### config.mk
export PLATFORM = sky130hd
export DESIGN_NAME = pulse_pattern_sequencer_top
export DESIGN_NICKNAME = d
export VERILOG_FILES = /design/src/sv/pps_pkg.sv /design/src/sv/pulse_pattern_sequencer_top.sv
export SDC_FILE = /design/constraint.sdc
export NUM_CORES = 1
export LEC_CHECK = 0
export ABC_AREA = 1
export BUFFER_PORTS_ARGS = -buffer_cell sky130_fd_sc_hd__buf_2
export CAP_MARGIN = 15
export CORE_ASPECT_RATIO = 2
export CORE_MARGIN = 2
export CORE_UTILIZATION = 55
export CTS_CLUSTER_DIAMETER = 100
export DETAILED_ROUTE_END_ITERATION = 7
export GPL_TIMING_DRIVEN = 0
export PLACE_DENSITY = 0.77
export SLEW_MARGIN = 20
export SYNTH_ARGS = -nofsm -noshare
export SYNTH_HDL_FRONTEND = slang
export SYNTH_SLANG_ARGS = --single-unit
### constraint.sdc
create_clock -name clk -period 5.5 [get_ports clk]
set_clock_uncertainty 0.05 [all_clocks]
set_input_delay 0.55 -clock clk [delete_from_list [all_inputs] [get_ports clk]]
set_output_delay 0.55 -clock clk [all_outputs]
set_load 0.1 [all_outputs]
### src/sv/pps_pkg.sv
// Package for the pulse pattern sequencer: sizes, field layout and codes.
// Depends on nothing; used by pulse_pattern_sequencer_top.
package pps_pkg;

  // Table depth and step duration width.
  localparam int MAX_STEPS  = 16;
  localparam int DELAY_BITS = 16;

  // Derived widths of the internal state.
  localparam int STEP_W    = (MAX_STEPS > 1) ? $clog2(MAX_STEPS) : 1;
  localparam int LEN_W     = $clog2(MAX_STEPS + 1);
  localparam int ELAPSED_W = DELAY_BITS + 1;

  // Fixed widths of the item fields.
  localparam int OP_W    = 2;
  localparam int IDX_W   = 4;
  localparam int LEVEL_W = 2;
  localparam int PLEN_W  = 5;

  // Input tdata layout, lowest field first.
  localparam int IDX_LSB   = 0;
  localparam int LEVEL_LSB = IDX_LSB + IDX_W;
  localparam int DELAY_LSB = LEVEL_LSB + LEVEL_W;
  localparam int PLEN_LSB  = DELAY_LSB + DELAY_BITS;
  localparam int REP_LSB   = PLEN_LSB + PLEN_W;
  localparam int IN_BITS   = REP_LSB + 1;
  localparam int IN_DATA_W = ((IN_BITS + 7) / 8) * 8;

  // Output tdata layout, lowest field first.
  localparam int OUT_BITS   = 2 + IDX_W;
  localparam int OUT_DATA_W = ((OUT_BITS + 7) / 8) * 8;

  // Item kinds carried on in_tuser.
  typedef enum logic [OP_W-1:0] {
    OP_TICK  = 2'd0,
    OP_WRITE = 2'd1,
    OP_START = 2'd2,
    OP_STOP  = 2'd3
  } op_t;

  // Step level codes; any other code leaves the pin as it is.
  localparam logic [LEVEL_W-1:0] LEVEL_LOW  = 2'd0;
  localparam logic [LEVEL_W-1:0] LEVEL_HIGH = 2'd1;

endpackage

### src/sv/pulse_pattern_sequencer_top.sv
// Top level of the pulse pattern sequencer: step tables, sequencing state
// and the result register. Depends on pps_pkg.
//
//  channel  dir  ports                         contents
//  in       in   in_tvalid/tready/tdata/tuser  tuser: op; tdata: step fields, length, mode
//  out      out  out_tvalid/tready/tdata       tdata: pin level, active flag, current step
//
// Every item updates the state registers and loads the result register at the
// edge of its transfer, so one item per cycle is taken.
// A result waiting in the output register holds off the next input only while
// out_tready is low; a result taken in the same cycle frees the register.
// Reset clears the sequencing state and the result register valid; the step
// tables are not cleared and must be written before a pattern reads them.
module pulse_pattern_sequencer_top (
  input  logic                            clk,
  input  logic                            rst_n,
  input  logic                            in_tvalid,
  output logic                            in_tready,
  // [3:0] step_index, [5:4] step_level, [21:6] step_delay,
  // [26:22] pattern_length, [27] repeat_mode, [31:28] zero
  input  logic [pps_pkg::IN_DATA_W-1:0]   in_tdata,
  // [1:0] op
  input  logic [pps_pkg::OP_W-1:0]        in_tuser,
  output logic                            out_tvalid,
  input  logic                            out_tready,
  // [0] pin_level, [1] pattern_active, [5:2] current_step, [7:6] zero
  output logic [pps_pkg::OUT_DATA_W-1:0]  out_tdata
);
  import pps_pkg::*;

  // Step tables, one entry per step.
  logic [LEVEL_W-1:0]    level_tab_r [MAX_STEPS];
  logic [DELAY_BITS-1:0] delay_tab_r [MAX_STEPS];

  // Sequencing state.
  logic [STEP_W-1:0]    step_r, step_nxt;
  logic [ELAPSED_W-1:0] elapsed_r, elapsed_nxt;
  logic [LEN_W-1:0]     length_r, length_nxt;
  logic                 repeat_r, repeat_nxt;
  logic                 running_r, running_nxt;
  logic                 pin_r, pin_nxt;

  // Result register.
  logic                   out_valid_r;
  logic [OUT_DATA_W-1:0]  out_data_r;

  // Unpacked input fields.
  op_t                   op;
  logic [IDX_W-1:0]      f_index;
  logic [LEVEL_W-1:0]    f_level;
  logic [DELAY_BITS-1:0] f_delay;
  logic [PLEN_W-1:0]     f_length;
  logic                  f_repeat;
  logic                  in_xfer;

  // Helpers for the step change.
  logic [ELAPSED_W-1:0]  elapsed_inc;
  logic [STEP_W-1:0]     step_succ;
  logic [STEP_W-1:0]     level_addr;
  logic [LEVEL_W-1:0]    level_rd;
  logic                  apply_lvl;
  logic                  idx_ok;

  assign op       = op_t'(in_tuser);
  assign f_index  = in_tdata[IDX_LSB +: IDX_W];
  assign f_level  = in_tdata[LEVEL_LSB +: LEVEL_W];
  assign f_delay  = in_tdata[DELAY_LSB +: DELAY_BITS];
  assign f_length = in_tdata[PLEN_LSB +: PLEN_W];
  assign f_repeat = in_tdata[REP_LSB];

  assign in_tready = !out_valid_r || out_tready;
  assign in_xfer   = in_tvalid && in_tready;
  assign idx_ok    = 32'(f_index) < 32'(MAX_STEPS);

  // Saturating tick count and the index of the following step.
  assign elapsed_inc = (&elapsed_r) ? elapsed_r : elapsed_r + ELAPSED_W'(1);
  assign step_succ   = step_r + STEP_W'(1);
  assign level_rd    = level_tab_r[level_addr];

  // Next state for the item on the input.
  always_comb begin
    step_nxt    = step_r;
    elapsed_nxt = elapsed_r;
    length_nxt  = length_r;
    repeat_nxt  = repeat_r;
    running_nxt = running_r;
    pin_nxt     = pin_r;
    level_addr  = '0;
    apply_lvl   = 1'b0;
    case (op)
      OP_TICK: begin
        if (running_r) begin
          elapsed_nxt = elapsed_inc;
          if (elapsed_inc > ELAPSED_W'(delay_tab_r[step_r])) begin
            elapsed_nxt = '0;
            if (32'(step_r) + 1 < 32'(length_r)) begin
              step_nxt   = step_succ;
              level_addr = step_succ;
              apply_lvl  = 1'b1;
            end else if (repeat_r) begin
              step_nxt   = '0;
              apply_lvl  = 1'b1;
            end else begin
              running_nxt = 1'b0;
              step_nxt    = '0;
              pin_nxt     = 1'b0;
            end
          end
        end
      end
      OP_WRITE: begin
        // Table writes are done in the clocked block below.
      end
      OP_START: begin
        if (f_length == '0) begin
          length_nxt = LEN_W'(1);
        end else if (32'(f_length) > 32'(MAX_STEPS)) begin
          length_nxt = LEN_W'(MAX_STEPS);
        end else begin
          length_nxt = LEN_W'(f_length);
        end
        repeat_nxt  = f_repeat;
        step_nxt    = '0;
        elapsed_nxt = '0;
        running_nxt = 1'b1;
        apply_lvl   = 1'b1;
      end
      default: begin
        running_nxt = 1'b0;
        step_nxt    = '0;
        elapsed_nxt = '0;
        pin_nxt     = 1'b0;
      end
    endcase
    // Level of the step just entered; other codes keep the pin.
    if (apply_lvl) begin
      if (level_rd == LEVEL_LOW) begin
        pin_nxt = 1'b0;
      end else if (level_rd == LEVEL_HIGH) begin
        pin_nxt = 1'b1;
      end
    end
  end

  // Sequencing state and result register.
  always_ff @(posedge clk) begin
    if (!rst_n) begin
      step_r      <= '0;
      elapsed_r   <= '0;
      length_r    <= LEN_W'(1);
      repeat_r    <= 1'b0;
      running_r   <= 1'b0;
      pin_r       <= 1'b0;
      out_valid_r <= 1'b0;
    end else begin
      if (in_xfer) begin
        step_r      <= step_nxt;
        elapsed_r   <= elapsed_nxt;
        length_r    <= length_nxt;
        repeat_r    <= repeat_nxt;
        running_r   <= running_nxt;
        pin_r       <= pin_nxt;
        out_valid_r <= 1'b1;
      end else if (out_tready) begin
        out_valid_r <= 1'b0;
      end
    end
  end

  // Result payload; no reset needed.
  always_ff @(posedge clk) begin
    if (in_xfer) begin
      out_data_r <= OUT_DATA_W'({IDX_W'(step_nxt), running_nxt, pin_nxt});
    end
  end

  // Step table writes.
  always_ff @(posedge clk) begin
    if (in_xfer && op == OP_WRITE && idx_ok) begin
      level_tab_r[STEP_W'(f_index)] <= f_level;
      delay_tab_r[STEP_W'(f_index)] <= f_delay;
    end
  end

  assign out_tvalid = out_valid_r;
  assign out_tdata  = out_data_r;

  // A stop leaves the pattern halted with the pin low at step zero.
  a_stop_halts: assert property (@(posedge clk) disable iff (!rst_n)
    in_xfer && op == OP_STOP |=> !running_r && !pin_r && step_r == '0)
    else $error("stop did not halt the pattern");

  // A start runs from a cleared tick count.
  a_start_runs: assert property (@(posedge clk) disable iff (!rst_n)
    in_xfer && op == OP_START |=> running_r && elapsed_r == '0 && step_r == '0)
    else $error("start did not begin the pattern");

  // The tick count stays cleared while no pattern runs.
  a_idle_count: assert property (@(posedge clk) disable iff (!rst_n)
    !running_r |-> elapsed_r == '0)
    else $error("tick count nonzero while stopped");

  // The step in effect is always inside the pattern.
  a_step_range: assert property (@(posedge clk) disable iff (!rst_n)
    32'(step_r) < 32'(length_r) && length_r != '0)
    else $error("step outside the pattern length");

endmodule

==> impl_metrics.yaml <==
hold_path:
  hold_path_class: "input port to flop"
  whs_path_depth: 3
  min-delay-start: "in_tdata[27]"
cts:
  root_buffer: "clkbuf_16"
  htree_levels: 1
  clock_insertion_delay_worst_skew_ps: 560
  cts_inserted_buffers: 27
  cts_tree: "built"
  cts_hold_buf: 0
  cts_sinks: 328
  path_clk_slew_ps: 70
  clock_path_buffers: 3
sta:
  rsz0062_at_grt: "no"
  setup_viol: 0
  post-route-period-util_pct: 95.0
  worstMarginPinSlew_ps: 1090
  finalHoldViolCount: 0
  setup-tns-final_ps: 0
  finalMaxSlewViolations: 0
  fin_crit_ps: 5220
  relSlewSlack_pct: 27.6
  fmax_mhz: 191
floorplanning:
  die_w_um: 118
  die_h_um: 231
  core_area_sq_um: 25500
  die-area_sq_um: 27200
  top_level_ports: 48
  rows: 83
  start_util_pct: 55.7
setup_path:
  start_kind: "flop"
  worstPathRequired_ps: 5920
  end_kind: "flop"
  critPathKind: "flop to flop"
  crit_arrival_ps: 5650
  ff2ff_path_depth: 17
  crit_fanout: 10
synthesis:
  synthFlopType: "edfxtp_1"
  synth_cells: 1181
  syn_area_sq_um: 14200
  yosysTopAreaCell: "edfxtp_1"
  synth_top_area_share_pct: 62.1
  ys_ff_latch: 328
  synth_edf_count: 294
  synthArstFlopShare_pct: 0
  synth.distinct_cells: 44
  ys_seq_area_share_pct: 66.9
  avgSynthCellArea_sq_um: 12.0
  yosys_warnings: 0
  ys_top_cells_by_area: "edfxtp_1 (62%), dfxtp_1 (4.8%), mux2i_1 (4.4%), inv_1 (4.0%), a21oi_1 (3.5%)"
place:
  io_buffers: 41
  hpwl_um: 25000
  gp_congestion: 0.949
layout:
  syn2layout_area_growth_pct: 12.7
  n_antenna_cell: 0
  nets: 1324
  drive_gt1_share_pct: 11.6
power:
  switching_share_pct: 23.7
  leakage_nw: 5.82
  irDropWorstVdd_uv: 226
  p_sw_mw: 1.21
  combPwrFrac_pct: 8.9
  pwr-share-seq_pct: 53.6
  p_total_mw: 5.10
  power_frac_clock_pct: 37.5
  powerDensity_nw_per_um2: 318
  p_int_mw: 3.89
global_routing:
  grt_pass1_vias: 9716
  antenna_found_initial: 0
  top_usage_layer: "met2"
  grtUsageMet1_pct: 27.1
  grt_max_degree: 19
  overflow: 0
  grt_first_pass_wirelength_um: 55100
  grt.met3_usage_pct: 4.40
  grt_usage_pct: 27.3
  use_met2_pct: 50.1
detailed_routing:
  firstDrtPassIters: 5
  first_iter_violations: 1215
  wl_um: 37100
  drc_errors: 0
  ant_nets: 0
  num_vias: 9618
  viasPerCell: 5.94
  avgRoutedWirePerCell_um: 22.9
run:
  maxCapViolations: 0
status:
  status: "finished, final reports clean"
## sequential cells by signal (all words and copies together), names as in the netlist, named ones only
signal	cells
delay_tab_r	256
level_tab_r	32
elapsed_r	17
out_tdata	6
length_r	5
step_r	4
out_tvalid	1
pin_r	1
repeat_r	1
running_r	1
## Yosys cell counts (all sizes together) (12+ instances only)
cell and number:
clkbuf 39, edfxtp 294, nand2 143, nor2 56, a21oi 101, ha 26, inv 156, o21ai 92
buf 16, o211ai 66, nand3 54, dfxtp 34, xor2 12, mux2i 63
## power by group through the flow
stage | clock (mW) | combinational (mW) | sequential (mW)
floorplan | 0 | 0.236 | 2.82
global placement | 0 | 0.422 | 2.79
detailed placement | 0 | 0.440 | 2.79
CTS | 1.92 | 0.442 | 2.74
global route | 2.00 | 0.481 | 2.74
finish | 1.91 | 0.452 | 2.74
## kinds of logic (layout without fill, tap and decap cells)
group / after synthesis / in the layout / share of synthesized area, %
XOR/XNOR: 14 / 14 / 0.862
AND/OR/NAND/NOR: 269 / 269 / 8.85
AO/OA/AOI/OAI: 267 / 267 / 10.7
adder cells (fa/ha/maj): 26 / 26 / 2.29
multiplexers: 64 / 64 / 4.51
other: 1 / 2 / 0.0264
buffers and inverters: 212 / 310 / 5.84
flip-flops: 328 / 328 / 66.9
## through the flow
stage / std cells / hold WS (ps) / util, % / area (sq um) / setup WS, ps
final: 1620 / 174 / 62.7 / 16000 / 276
after CTS: 1620 / 163 / 62.7 / 16000 / 327
after global placement: 1563 / 408 / 58.1 / 14900 / 426
after global routing: 1620 / 216 / 62.7 / 16000 / 6.12
after detailed placement: 1571 / 408 / 59.4 / 15200 / 349
after floorplan: 1182 / 391 / - / 14200 / 1700
## area by class of cell
| cell class | instances | area, sq um |
|---|---|---|
| Tap cell | 340 | 425 |
| Fill cell | 1908 | 9520 |
| Buffer | 55 | 241 |
| Inverter | 157 | 592 |
| Multi-Input combinational cell | 642 | 4000 |
| Clock inverter | 17 | 168 |
| Sequential cell | 328 | 9510 |
| Timing Repair Buffer | 49 | 395 |
| Clock buffer | 32 | 694 |
## cell usage in the layout, fill, tap and decap left out, types with 3 or more instances in the layout
cell type	n
clkbuf_16	27
xor2_1	12
bufinv_16	3
clkinv_1	7
edfxtp_1	294
inv_1	151
nand3_1	50
ha_1	26
mux2i_1	63
dfxtp_1	34
nor2_1	30
o21ai_0	92
buf_16	4
nor2_2	7
nand2_1	133
nand2_2	9
nand3_2	4
nand3b_1	3
a21oi_1	100
buf_1	7
inv_2	4
clkbuf_1	42
clkinvlp_4	3
nor2_4	17
nor3_1	5
buf_12	4
clkinv_2	3
buf_2	46
o211ai_1	66
## timing repair
| action | in CTS | in global routing |
|---|---|---|
| endpoints found under the setup margin | 0 | 8 |
| setup buffers | 0 | 0 |
| hold endpoints to repair | 0 | 0 |
| gates resized for setup | 0 | 4 |
## worst max-delay path: stages, from the launching register on
cell and delay (ps):
dfxtp_1 380, clkbuf_1 370, clkbuf_1 850, mux2i_1 180
o21ai_0 510, o211ai_1 150, nand2_1 210, inv_1 60
ha_1 270, nand2_1 50, nor3_1 400, nand3_2 290
nand2_1 190, nand2_1 130, nor2_1 460, buf_2 340
nand2_1 90, a21oi_1 140
## per-layer routing
| layer | up-vias | routed length [um] |
|---|---|---|
| met5 | - | 0 |
| met4 | 0 | 3180 |
| met3 | 207 | 3020 |
| met2 | 536 | 19500 |
| met1 | 4535 | 11400 |
| li1 | 4340 | - |
## worst paths after layout
path | to | slack (ps)
max reg2reg | elapsed_r[1] | 280
min | repeat_r | 170
max | elapsed_r[1] | 280
min reg2reg | length_r[2] | 420
(Power assumes the default switching activity.)
